<file path="src/stl_pkg.sv">
package stl_pkg;

  localparam int LINE_WIDTH   = 16;
  localparam int COLUMN_WIDTH = 16;
  localparam int OFFSET_WIDTH = 20;

  localparam int LEN_W  = 20;
  localparam int KIND_W = 5;
  localparam int ERR_W  = 2;
  localparam int KW_N   = 6;

  typedef enum logic [3:0] {
    M_IDLE  = 4'd0,
    M_WORD  = 4'd1,
    M_NUM   = 4'd2,
    M_SLASH = 4'd3,
    M_LINEC = 4'd4,
    M_BLOCK = 4'd5,
    M_BSTAR = 4'd6
  } mode_t;

  typedef enum logic [2:0] {
    NF_DEC  = 3'd0,
    NF_ZERO = 3'd1,
    NF_HEXP = 3'd2,
    NF_HEX  = 3'd3,
    NF_BINP = 3'd4,
    NF_BIN  = 3'd5,
    NF_BAD  = 3'd6
  } nf_t;

  localparam logic [KIND_W-1:0] K_IDENT   = 5'd6;
  localparam logic [KIND_W-1:0] K_INT     = 5'd7;
  localparam logic [KIND_W-1:0] K_COMMENT = 5'd8;
  localparam logic [KIND_W-1:0] K_SLASH   = 5'd18;
  localparam logic [KIND_W-1:0] K_NONE    = 5'd0;

  localparam logic [ERR_W-1:0] E_NONE   = 2'd0;
  localparam logic [ERR_W-1:0] E_CHAR   = 2'd1;
  localparam logic [ERR_W-1:0] E_NUMBER = 2'd2;

  localparam logic [LEN_W-1:0] LEN_MAX = {LEN_W{1'b1}};

  // keyword text, first character in the top byte
  localparam logic [47:0] KW_TEXT [KW_N] = '{
    {"exit", 16'h0}, {"if", 32'h0}, {"else", 16'h0},
    {"while", 8'h0}, {"func", 16'h0}, "return"
  };
  localparam logic [2:0] KW_LEN [KW_N] = '{3'd4, 3'd2, 3'd4, 3'd5, 3'd4, 3'd6};

  function automatic logic is_digit(input logic [7:0] c);
    return c >= 8'h30 && c <= 8'h39;
  endfunction

  function automatic logic is_alpha(input logic [7:0] c);
    return (c >= 8'h61 && c <= 8'h7a) || (c >= 8'h41 && c <= 8'h5a);
  endfunction

  function automatic logic is_hex(input logic [7:0] c);
    return is_digit(c) || (c >= 8'h61 && c <= 8'h66) || (c >= 8'h41 && c <= 8'h46);
  endfunction

  function automatic logic is_space(input logic [7:0] c);
    return c == 8'h20 || (c >= 8'd9 && c <= 8'd13);
  endfunction

  // kind of a one-character symbol, K_NONE when c is none
  function automatic logic [KIND_W-1:0] sym_kind(input logic [7:0] c);
    logic [KIND_W-1:0] k;
    case (c)
      8'h3b:   k = 5'd9;
      8'h28:   k = 5'd10;
      8'h29:   k = 5'd11;
      8'h7b:   k = 5'd12;
      8'h7d:   k = 5'd13;
      8'h3d:   k = 5'd14;
      8'h2b:   k = 5'd15;
      8'h2d:   k = 5'd16;
      8'h2a:   k = 5'd17;
      8'h2f:   k = 5'd18;
      8'h25:   k = 5'd19;
      8'h2c:   k = 5'd20;
      8'h3c:   k = 5'd21;
      8'h3e:   k = 5'd22;
      default: k = K_NONE;
    endcase
    return k;
  endfunction

  function automatic logic [KW_N-1:0] kw_update(input logic [KW_N-1:0] cand,
                                                 input logic [LEN_W-1:0] len,
                                                 input logic [7:0] c);
    logic [KW_N-1:0] r;
    logic [5:0] sh;
    r = cand;
    sh = 6'd40 - {len[2:0], 3'b000};
    for (int k = 0; k < KW_N; k++) begin
      if (len >= LEN_W'(KW_LEN[k]) || 8'(KW_TEXT[k] >> sh) != c) r[k] = 1'b0;
    end
    return r;
  endfunction

  function automatic nf_t nf_next(input nf_t s, input logic [7:0] c);
    nf_t r;
    case (s)
      NF_DEC:  r = is_digit(c) ? NF_DEC : NF_BAD;
      NF_ZERO: begin
        if (is_digit(c)) r = NF_DEC;
        else if (c == 8'h78 || c == 8'h58) r = NF_HEXP;
        else if (c == 8'h62 || c == 8'h42) r = NF_BINP;
        else r = NF_BAD;
      end
      NF_HEXP, NF_HEX: r = is_hex(c) ? NF_HEX : NF_BAD;
      NF_BINP, NF_BIN: r = (c == 8'h30 || c == 8'h31) ? NF_BIN : NF_BAD;
      default: r = NF_BAD;
    endcase
    return r;
  endfunction

  function automatic logic [LEN_W-1:0] len_inc(input logic [LEN_W-1:0] v);
    return (v == LEN_MAX) ? v : v + 1'b1;
  endfunction

endpackage

</file>
<file path="src/source_text_lexer.sv">
// Streaming lexer: one source byte per item, up to two result items per byte
// (a word, number or pending '/' closed by a byte that is itself a symbol or
// error, or a last byte that starts a token). All lexing is one pass of logic
// from the accepted byte and the lexer state into a two-entry result buffer,
// so an item is taken every cycle while results flow one per cycle; a byte
// that gives two results holds the input while the second result drains.
// Line, column and offset counters saturate at their parameter widths; after
// an error, bytes are dropped until a 0 or 255 byte or the last source byte.
module source_text_lexer #(
  parameter int LINE_WIDTH   = stl_pkg::LINE_WIDTH,
  parameter int COLUMN_WIDTH = stl_pkg::COLUMN_WIDTH,
  parameter int OFFSET_WIDTH = stl_pkg::OFFSET_WIDTH
) (
  input  logic                       clk,
  input  logic                       rst_n,
  input  logic                       in_valid,
  output logic                       in_ready,
  input  logic [7:0]                 in_char_code,
  input  logic                       in_last_of_source,
  output logic                       out_valid,
  input  logic                       out_ready,
  output logic [stl_pkg::KIND_W-1:0] out_token_kind,
  output logic [stl_pkg::ERR_W-1:0]  out_error_code,
  output logic [15:0]                out_start_line,
  output logic [15:0]                out_start_column,
  output logic [19:0]                out_text_offset,
  output logic [19:0]                out_text_length,
  output logic                       out_last_in_run
);

  typedef struct packed {
    stl_pkg::mode_t                   mode;
    logic [LINE_WIDTH-1:0]            line;
    logic [COLUMN_WIDTH-1:0]          col;
    logic [OFFSET_WIDTH-1:0]          off;
    logic [LINE_WIDTH-1:0]            s_line;
    logic [COLUMN_WIDTH-1:0]          s_col;
    logic [OFFSET_WIDTH-1:0]          s_off;
    logic [stl_pkg::LEN_W-1:0]        len;
    logic [stl_pkg::KW_N-1:0]         cand;
    stl_pkg::nf_t                     nf;
    logic                             drop;
  } lex_st_t;

  typedef struct packed {
    logic [stl_pkg::KIND_W-1:0] kind;
    logic [stl_pkg::ERR_W-1:0]  err;
    logic [15:0]                line;
    logic [15:0]                col;
    logic [19:0]                off;
    logic [19:0]                len;
    logic                       last;
  } res_t;

  function automatic lex_st_t st_reset();
    lex_st_t s;
    s.mode   = stl_pkg::M_IDLE;
    s.line   = LINE_WIDTH'(1);
    s.col    = COLUMN_WIDTH'(1);
    s.off    = '0;
    s.s_line = LINE_WIDTH'(1);
    s.s_col  = COLUMN_WIDTH'(1);
    s.s_off  = '0;
    s.len    = '0;
    s.cand   = '1;
    s.nf     = stl_pkg::NF_DEC;
    s.drop   = 1'b0;
    return s;
  endfunction

  function automatic lex_st_t advance(input lex_st_t s, input logic [7:0] c);
    lex_st_t r;
    r = s;
    if (s.off != '1) r.off = s.off + 1'b1;
    if (c == 8'h0a) begin
      if (s.line != '1) r.line = s.line + 1'b1;
      r.col = COLUMN_WIDTH'(1);
    end else if (s.col != '1) begin
      r.col = s.col + 1'b1;
    end
    return r;
  endfunction

  function automatic lex_st_t mark_start(input lex_st_t s);
    lex_st_t r;
    r = s;
    r.s_line = s.line;
    r.s_col  = s.col;
    r.s_off  = s.off;
    return r;
  endfunction

  function automatic res_t mk_res(input logic [stl_pkg::KIND_W-1:0] kind,
                                  input logic [stl_pkg::ERR_W-1:0] err,
                                  input logic [LINE_WIDTH-1:0] line,
                                  input logic [COLUMN_WIDTH-1:0] col,
                                  input logic [OFFSET_WIDTH-1:0] off,
                                  input logic [stl_pkg::LEN_W-1:0] len);
    res_t r;
    r.kind = kind;
    r.err  = err;
    r.line = 16'(line);
    r.col  = 16'(col);
    r.off  = 20'(off);
    r.len  = 20'(len);
    r.last = 1'b0;
    return r;
  endfunction

  function automatic res_t word_res(input lex_st_t s);
    logic [stl_pkg::KIND_W-1:0] kind;
    kind = stl_pkg::K_IDENT;
    for (int k = stl_pkg::KW_N - 1; k >= 0; k--) begin
      if (s.cand[k] && s.len == stl_pkg::LEN_W'(stl_pkg::KW_LEN[k]))
        kind = stl_pkg::KIND_W'(k);
    end
    return mk_res(kind, stl_pkg::E_NONE, s.s_line, s.s_col, s.s_off, s.len);
  endfunction

  function automatic logic nf_ok(input stl_pkg::nf_t nf);
    return nf == stl_pkg::NF_DEC || nf == stl_pkg::NF_ZERO ||
           nf == stl_pkg::NF_HEX || nf == stl_pkg::NF_BIN;
  endfunction

  lex_st_t st_r, st_nxt, s;
  res_t    q0_r, q1_r, q0_nxt, q1_nxt;
  logic [1:0] cnt_r, cnt_nxt;
  res_t    e [2];
  logic [1:0] n;
  logic    do_idle, src_end, in_acc, out_pop;
  logic [7:0] c;
  logic [stl_pkg::KIND_W-1:0] sk;

  assign c       = in_char_code;
  assign in_ready  = (cnt_r == 2'd0) || (cnt_r == 2'd1 && out_ready);
  assign out_valid = (cnt_r != 2'd0);
  assign in_acc    = in_valid && in_ready;
  assign out_pop   = out_valid && out_ready;
  assign sk        = stl_pkg::sym_kind(c);

  always_comb begin
    s = st_r;
    n = 2'd0;
    e[0] = '0;
    e[1] = '0;
    do_idle = 1'b0;
    src_end = (c == 8'h00) || (c == 8'hff);
    if (st_r.drop) begin
      if (src_end || in_last_of_source) s = st_reset();
    end else begin
      if (!src_end) begin
        case (s.mode)
          stl_pkg::M_WORD: begin
            if (stl_pkg::is_alpha(c) || stl_pkg::is_digit(c) || c == 8'h5f) begin
              s.cand = stl_pkg::kw_update(s.cand, s.len, c);
              s.len  = stl_pkg::len_inc(s.len);
              s = advance(s, c);
            end else begin
              e[n[0]] = word_res(s);
              n = n + 2'd1;
              s.mode = stl_pkg::M_IDLE;
              do_idle = 1'b1;
            end
          end
          stl_pkg::M_NUM: begin
            if (stl_pkg::is_alpha(c) || stl_pkg::is_digit(c)) begin
              s.nf  = stl_pkg::nf_next(s.nf, c);
              s.len = stl_pkg::len_inc(s.len);
              s = advance(s, c);
            end else begin
              s.mode = stl_pkg::M_IDLE;
              if (nf_ok(s.nf)) begin
                e[n[0]] = mk_res(stl_pkg::K_INT, stl_pkg::E_NONE, s.s_line, s.s_col,
                                 s.s_off, s.len);
                do_idle = 1'b1;
              end else begin
                e[n[0]] = mk_res(stl_pkg::K_NONE, stl_pkg::E_NUMBER, s.s_line, s.s_col,
                                 s.s_off, s.len);
                s.drop = 1'b1;
              end
              n = n + 2'd1;
            end
          end
          stl_pkg::M_SLASH: begin
            if (c == 8'h2f || c == 8'h2a) begin
              s.mode = (c == 8'h2f) ? stl_pkg::M_LINEC : stl_pkg::M_BLOCK;
              s = advance(s, c);
              s.s_off = s.off;
              s.len = '0;
            end else begin
              e[n[0]] = mk_res(stl_pkg::K_SLASH, stl_pkg::E_NONE, s.s_line, s.s_col,
                               s.s_off, stl_pkg::LEN_W'(1));
              n = n + 2'd1;
              s.mode = stl_pkg::M_IDLE;
              do_idle = 1'b1;
            end
          end
          stl_pkg::M_LINEC: begin
            if (c == 8'h0a) begin
              e[n[0]] = mk_res(stl_pkg::K_COMMENT, stl_pkg::E_NONE, s.s_line, s.s_col,
                               s.s_off, s.len);
              n = n + 2'd1;
              s.mode = stl_pkg::M_IDLE;
              do_idle = 1'b1;
            end else begin
              s.len = stl_pkg::len_inc(s.len);
              s = advance(s, c);
            end
          end
          stl_pkg::M_BLOCK: begin
            if (c == 8'h2a) s.mode = stl_pkg::M_BSTAR;
            else s.len = stl_pkg::len_inc(s.len);
            s = advance(s, c);
          end
          stl_pkg::M_BSTAR: begin
            if (c == 8'h2f) begin
              s = advance(s, c);
              e[n[0]] = mk_res(stl_pkg::K_COMMENT, stl_pkg::E_NONE, s.s_line, s.s_col,
                               s.s_off, s.len);
              n = n + 2'd1;
              s.mode = stl_pkg::M_IDLE;
            end else begin
              // the held '*' was content after all
              s.len = stl_pkg::len_inc(s.len);
              if (c != 8'h2a) begin
                s.len = stl_pkg::len_inc(s.len);
                s.mode = stl_pkg::M_BLOCK;
              end
              s = advance(s, c);
            end
          end
          default: begin
            s.mode = stl_pkg::M_IDLE;
            do_idle = 1'b1;
          end
        endcase

        if (do_idle) begin
          if (stl_pkg::is_space(c)) begin
            s = advance(s, c);
          end else if (stl_pkg::is_alpha(c) || c == 8'h5f) begin
            s = mark_start(s);
            s.cand = stl_pkg::kw_update('1, '0, c);
            s.len  = stl_pkg::LEN_W'(1);
            s.mode = stl_pkg::M_WORD;
            s = advance(s, c);
          end else if (stl_pkg::is_digit(c)) begin
            s = mark_start(s);
            s.len  = stl_pkg::LEN_W'(1);
            s.nf   = (c == 8'h30) ? stl_pkg::NF_ZERO : stl_pkg::NF_DEC;
            s.mode = stl_pkg::M_NUM;
            s = advance(s, c);
          end else if (c == 8'h2f) begin
            s = mark_start(s);
            s.len  = stl_pkg::LEN_W'(1);
            s.mode = stl_pkg::M_SLASH;
            s = advance(s, c);
          end else if (sk != stl_pkg::K_NONE) begin
            e[n[0]] = mk_res(sk, stl_pkg::E_NONE, s.line, s.col, s.off,
                             stl_pkg::LEN_W'(1));
            n = n + 2'd1;
            s = advance(s, c);
          end else begin
            e[n[0]] = mk_res(stl_pkg::K_NONE, stl_pkg::E_CHAR, s.line, s.col, s.off,
                             stl_pkg::LEN_W'(1));
            n = n + 2'd1;
            s.drop = 1'b1;
          end
        end
      end

      // end of source: flush the pending token, then start over
      if (src_end || in_last_of_source) begin
        if (!s.drop) begin
          case (s.mode)
            stl_pkg::M_WORD: begin
              e[n[0]] = word_res(s);
              n = n + 2'd1;
            end
            stl_pkg::M_NUM: begin
              e[n[0]] = nf_ok(s.nf)
                ? mk_res(stl_pkg::K_INT, stl_pkg::E_NONE, s.s_line, s.s_col, s.s_off, s.len)
                : mk_res(stl_pkg::K_NONE, stl_pkg::E_NUMBER, s.s_line, s.s_col, s.s_off,
                         s.len);
              n = n + 2'd1;
            end
            stl_pkg::M_SLASH: begin
              e[n[0]] = mk_res(stl_pkg::K_SLASH, stl_pkg::E_NONE, s.s_line, s.s_col,
                               s.s_off, stl_pkg::LEN_W'(1));
              n = n + 2'd1;
            end
            stl_pkg::M_BSTAR: begin
              e[n[0]] = mk_res(stl_pkg::K_COMMENT, stl_pkg::E_NONE, s.s_line, s.s_col,
                               s.s_off, stl_pkg::len_inc(s.len));
              n = n + 2'd1;
            end
            stl_pkg::M_LINEC, stl_pkg::M_BLOCK: begin
              e[n[0]] = mk_res(stl_pkg::K_COMMENT, stl_pkg::E_NONE, s.s_line, s.s_col,
                               s.s_off, s.len);
              n = n + 2'd1;
            end
            default: ;
          endcase
        end
        s = st_reset();
      end
    end
    if (n == 2'd1) e[0].last = 1'b1;
    if (n == 2'd2) e[1].last = 1'b1;
  end

  always_comb begin
    st_nxt  = st_r;
    q0_nxt  = q0_r;
    q1_nxt  = q1_r;
    cnt_nxt = cnt_r;
    if (in_acc) begin
      st_nxt  = s;
      q0_nxt  = e[0];
      q1_nxt  = e[1];
      cnt_nxt = n;
    end else if (out_pop) begin
      q0_nxt  = q1_r;
      cnt_nxt = cnt_r - 2'd1;
    end
  end

  always_ff @(posedge clk) begin
    if (!rst_n) begin
      st_r  <= st_reset();
      cnt_r <= 2'd0;
    end else begin
      st_r  <= st_nxt;
      cnt_r <= cnt_nxt;
    end
    q0_r <= q0_nxt;
    q1_r <= q1_nxt;
  end

  assign out_token_kind   = q0_r.kind;
  assign out_error_code   = q0_r.err;
  assign out_start_line   = q0_r.line;
  assign out_start_column = q0_r.col;
  assign out_text_offset  = q0_r.off;
  assign out_text_length  = q0_r.len;
  assign out_last_in_run  = q0_r.last;

  a_cnt_range: assert property (@(posedge clk) disable iff (!rst_n)
    cnt_r != 2'd3) else $error("result buffer count out of range");

  a_no_overrun: assert property (@(posedge clk) disable iff (!rst_n)
    in_acc |-> (cnt_r == 2'd0 || out_pop)) else $error("item taken over pending results");

  a_err_kind: assert property (@(posedge clk) disable iff (!rst_n)
    out_valid && q0_r.err != stl_pkg::E_NONE |-> q0_r.kind == stl_pkg::K_NONE)
    else $error("error result carries a token kind");

  a_two_last: assert property (@(posedge clk) disable iff (!rst_n)
    cnt_r == 2'd2 |-> (!q0_r.last && q1_r.last)) else $error("run end marker misplaced");

endmodule

</file>
<file path="config.mk">
export PLATFORM = sky130hd
export DESIGN_NAME = source_text_lexer
export DESIGN_NICKNAME = d
export VERILOG_FILES = /design/src/stl_pkg.sv /design/src/source_text_lexer.sv
export SDC_FILE = /design/constraint.sdc
export NUM_CORES = 1
export LEC_CHECK = 0
export ABC_AREA = 1
export BUFFER_PORTS_ARGS = -buffer_cell sky130_fd_sc_hd__buf_2
export CELL_PAD_IN_SITES_DETAIL_PLACEMENT = 1
export CELL_PAD_IN_SITES_GLOBAL_PLACEMENT = 1
export CORE_MARGIN = 2
export CORE_UTILIZATION = 49
export CTS_CLUSTER_SIZE = 28
export DETAILED_ROUTE_END_ITERATION = 10
export GPL_TIMING_DRIVEN = 0
export PLACE_DENSITY = 0.84
export REMOVE_ABC_BUFFERS = 1
export SYNTH_ARGS = -nofsm -noshare
export SYNTH_HDL_FRONTEND = slang
export SYNTH_SLANG_ARGS = --single-unit
export TNS_END_PERCENT = 1
</file>
<file path="constraint.sdc">
create_clock -name clk -period 12.4 [get_ports clk]
set_clock_uncertainty 0.05 [all_clocks]
set_input_delay 3.72 -clock clk [delete_from_list [all_inputs] [get_ports clk]]
set_output_delay 3.72 -clock clk [all_outputs]
set_load 0.1 [all_outputs]
</file>
# Word-level counts from Yosys, hierarchy flattened
# Index checks and enable logic that the tools add are counted.
# totals
ramBits	0
reg_bits	300
out_inout_bits	82
in_bits	13
latch_bits	0
word_cells	352
romBits	0
memories	0
# op_classes
n_reduce_logical	63
add_sub_neg	13
shifts	6
magnitude_cmp	18
bitwise	2
n_div	0
muxes	146
eq_ne	78
multipliers	0
# ops
cell	count
$mux 160	11
$mux 138	11
$bwmux 160	7
$pmux 134 s6	1
$pmux 160 s5	1
$mux 80	9
$mux 134	4
$pmux 80 s5	1
$shr 47x6->8 const A	6
$mux 133	2
$demux 80 s1	2
$mux 79	2
$mux 78	2
$mux 20	7
$mux 16	8
$eq 20x3->1 const B	6
$eq 8x6->1 const B	15
$mux 118	1
$add 20x1->20 const B	5
$mux 5	14
$pmux 5 s14	1
$add 16x1->16 const B	4
$ne 16x16->1 const B	4
$eq 20x20->1 const B	3
other kinds (49)	199

# Depth between registers and ports, before layout
# logic_depth
word_depth	40
depth_mapped	36
ltp_nobuf	35

# Least setup slack after synthesis
# OpenSTA, ideal clock, no wires.
# synth_path
path_kind	input -> output
startpoint	in out_ready
endpoint	out in_ready
slack_ns	4.215
required_ns	8.630
n_path_buf	0
arrival_time_ns	4.415
path_stages	2
path_cell_list	nand2_1 > nand2_1
# synth_via
elab_chain_cells	2
# synth_lines
element	line	source
start, declared	source_text_lexer.sv:21	input logic out_ready,
$logic_and 1x1->1	source_text_lexer.sv:135	assign in_ready = (cnt_r == 2'd0) || (cnt_r == 2'd1 && out_ready);
$logic_or 1x1->1	source_text_lexer.sv:135	
end, declared	source_text_lexer.sv:17	output logic in_ready,
# No other way between the ends.

==> flow_metrics.tcl <==
set metrics [dict create \
    status "finished clean" \
    reg2reg_from "st_r[135]" \
    io_buffer_count 94 \
    clk_pin_slew_ns 0.06 \
    post_cts_buffers 0 \
    reg2reg_to "out_text_length[1]" \
    period_minus_slack_ns 11.25 \
    yosys_warnings 0 \
    cp_slowest_cell "nand3_4" \
    multi_input_area_um2 15100 \
    grt_pass1_vias 30873 \
    r2r_setup_slack_ns 3.59 \
    ys.flop_type "edfxtp_1" \
    irDropWorstVdd_uv 263 \
    grt_use_total 0.417 \
    synth_top_area_cell "edfxtp_1" \
    die_y_um 230 \
    p_leak_nw 10.7 \
    synthMostInstantiatedCell "nand2_1" \
    place.gp.congestion 0.982 \
    syn_area_um2 25000 \
    ctsHoldBuffers 0 \
    synth_commonest_cells "nand2_1 (1111), inv_1 (360), nor2_1 (321)" \
    avgSynthCellArea_um2 6.43 \
    yosys-top-cells-area "edfxtp_1 (19%), nand2_1 (17%), dfxtp_1 (11%), a21oi_1 (6.3%), nand3_1 (6.0%)" \
    critical_path_class "in2reg" \
    slew_violations 0 \
    core_area_um2 50300 \
    max_stage_delay_ns 1.06 \
    wl_per_cell_um 24.7 \
    final_layout_size_suffix_gt1_frac 0.101 \
    post-route-util 0.541 \
    dp_cells 4496 \
    max_slew_margin 0.0864 \
    grt-ovfl-total 0 \
    nets 3902 \
    ios 95 \
    synth_edf_count 160 \
    viasPerCell 6.45 \
    cp_max_fo 64 \
    hold_path_depth 2 \
    holdWs_ns 0.418 \
    min_to "cnt_r[1]" \
    stdcell_count 4568 \
    cts_max_level 2 \
    antenna_found_initial 5 \
    crit_required_ns 12.64 \
    start_kind "input pin" \
    die_area_um2 52900 \
    cts.repair.resized 0 \
    rsz0062_at_grt "no" \
    max_freq_mhz 88.9 \
    dr.pass1.iters 5 \
    synth-seq-area-share 0.304 \
    grt_pass1_wl_mm 175 \
    hp-class "reg2reg" \
    ys_ff_latch 300 \
    post-route-period-util 0.907 \
    cts_tree "done" \
    post-dp-hpwl_mm 77.5 \
    critPathMostFrequentCell "nand2_2" \
    start_util 0.498 \
    dieWidth_um 230 \
    min_from "cnt_r[1]" \
    cts_buffer_depth 3 \
    drv_cap 0 \
    ant_nets 0 \
    row_count 82 \
    final_area_um2 27200 \
    initialDrtViolationCount 2792 \
    drc_errors 0 \
    tightest_slew_ns 1.37 \
    wl_mm 113 \
    synth_top_area_frac 0.192 \
    yosysUniqueCellTypes 83 \
    synth_cells 3897 \
    async_flop_share 0 \
    power_density_nw_per_um2 191 \
    areaGrowthSynthToFinish_pct 8.62 \
    clock_latency_ns 0.57 \
    final_hold_viol_count 0 \
    dpl_cell_area_um2 26000 \
    cts_sinks 300 \
    dr_total_vias 29475 \
    arrival_ns 11.49 \
    critPathCaptureType "flop" \
    setup_viol 0 \
    grt_start_max_net_pins 79 \
    fillers 6852 \
    cts_root_buf "clkbuf_16" \
    seqCellArea_um2 7610 \
    cts-buffers-inserted 37 \
    r2r_cells 24 \
]
[report_power, final]
group	total (mW)	internal [mW]	switching [mW]
clock network	1.08	0.588	0.494
logic	2.61	0.448	2.16
registers	1.50	1.39	0.111
[cells by family after synthesis]
kind of cell / Yosys count / synth area share
compound gates: 839 / 0.197
xor+xnor: 64 / 0.0224
fa+ha+maj: 26 / 0.0129
buf+inv: 609 / 0.0990
flops: 300 / 0.304
mux: 2 / 0.000949
other cells: 1 / 0.000150
simple gates: 2056 / 0.364
[worst max-delay path by stage]
stage	to	slack, ns	depth (start not counted)	start
finish	out_text_length[1]	1.15	25	in_char_code[3]
global route	out_text_length[1]	0.84	25	in_char_code[3]
CTS	out_text_length[1]	1.55	25	in_char_code[3]
detailed placement	out_text_length[1]	0.97	25	in_char_code[3]
global placement	st_r[3]	-10.90	11	out_ready
floorplan	st_r[53]	-0.71	11	out_ready
[routing by layer]
metal  GRT usage  share of wire  up-vias
met2       0.706           0.47     1583
met1       0.500           0.39    14368
met5           0        0.00027        -
met3      0.0636          0.079      458
li1            -              -    13062
met4       0.251          0.061        4
[sequential cells by signal (all words and copies together) (netlist names)]
name	count
cnt_r	2
out_error_code	2
out_start_column	16
out_start_line	16
out_text_offset	20
out_text_length	20
out_token_kind	5
out_last_in_run	1
st_r	138
q1_r	80
[placed cells by master, fill, tap and decap left out, drive strengths merged, types with 19 or more instances in the layout]
cell type / n
inv: 400
ha: 25
clkinv: 19
or2: 26
buf: 114
nand4: 93
o2111ai: 23
nand2: 1164
xor2: 53
conb: 20
o211ai: 68
a21oi: 319
nor2: 367
clkbuf: 49
o22ai: 26
edfxtp: 160
nand3: 308
nor3: 72
dfxtp: 140
o21ai: 296
[per-stage QoR]
step	setup TNS [ns]	power [mW]	setup slack, ns
5_1_grt	0	5.32	0.842
3_5_place_dp	0	4.05	0.971
2_1_floorplan	-12.12	3.29	-0.708
3_3_place_gp	-1194.96	3.90	-10.90
4_1_cts	0	5.13	1.55
6_report	0	5.19	1.15
[layout make-up]
class	instances	area share
repair buffers	114	0.0348
clock inverters	19	0.00497
diodes	3	0.000276
clock buffers	49	0.0375
multi-input cells	3007	0.556
inverters	404	0.0563
well taps	672	0.0309
flip-flops and latches	300	0.280
[critical path, delay by kind of cell]
kind / cells / cell delay, ns
simple gates: 15 / 5.42
compound gates: 5 / 0.95
buf+inv: 4 / 1.08
fa+ha+maj: 1 / 0.29
Power figures use the tool's default switching activity.
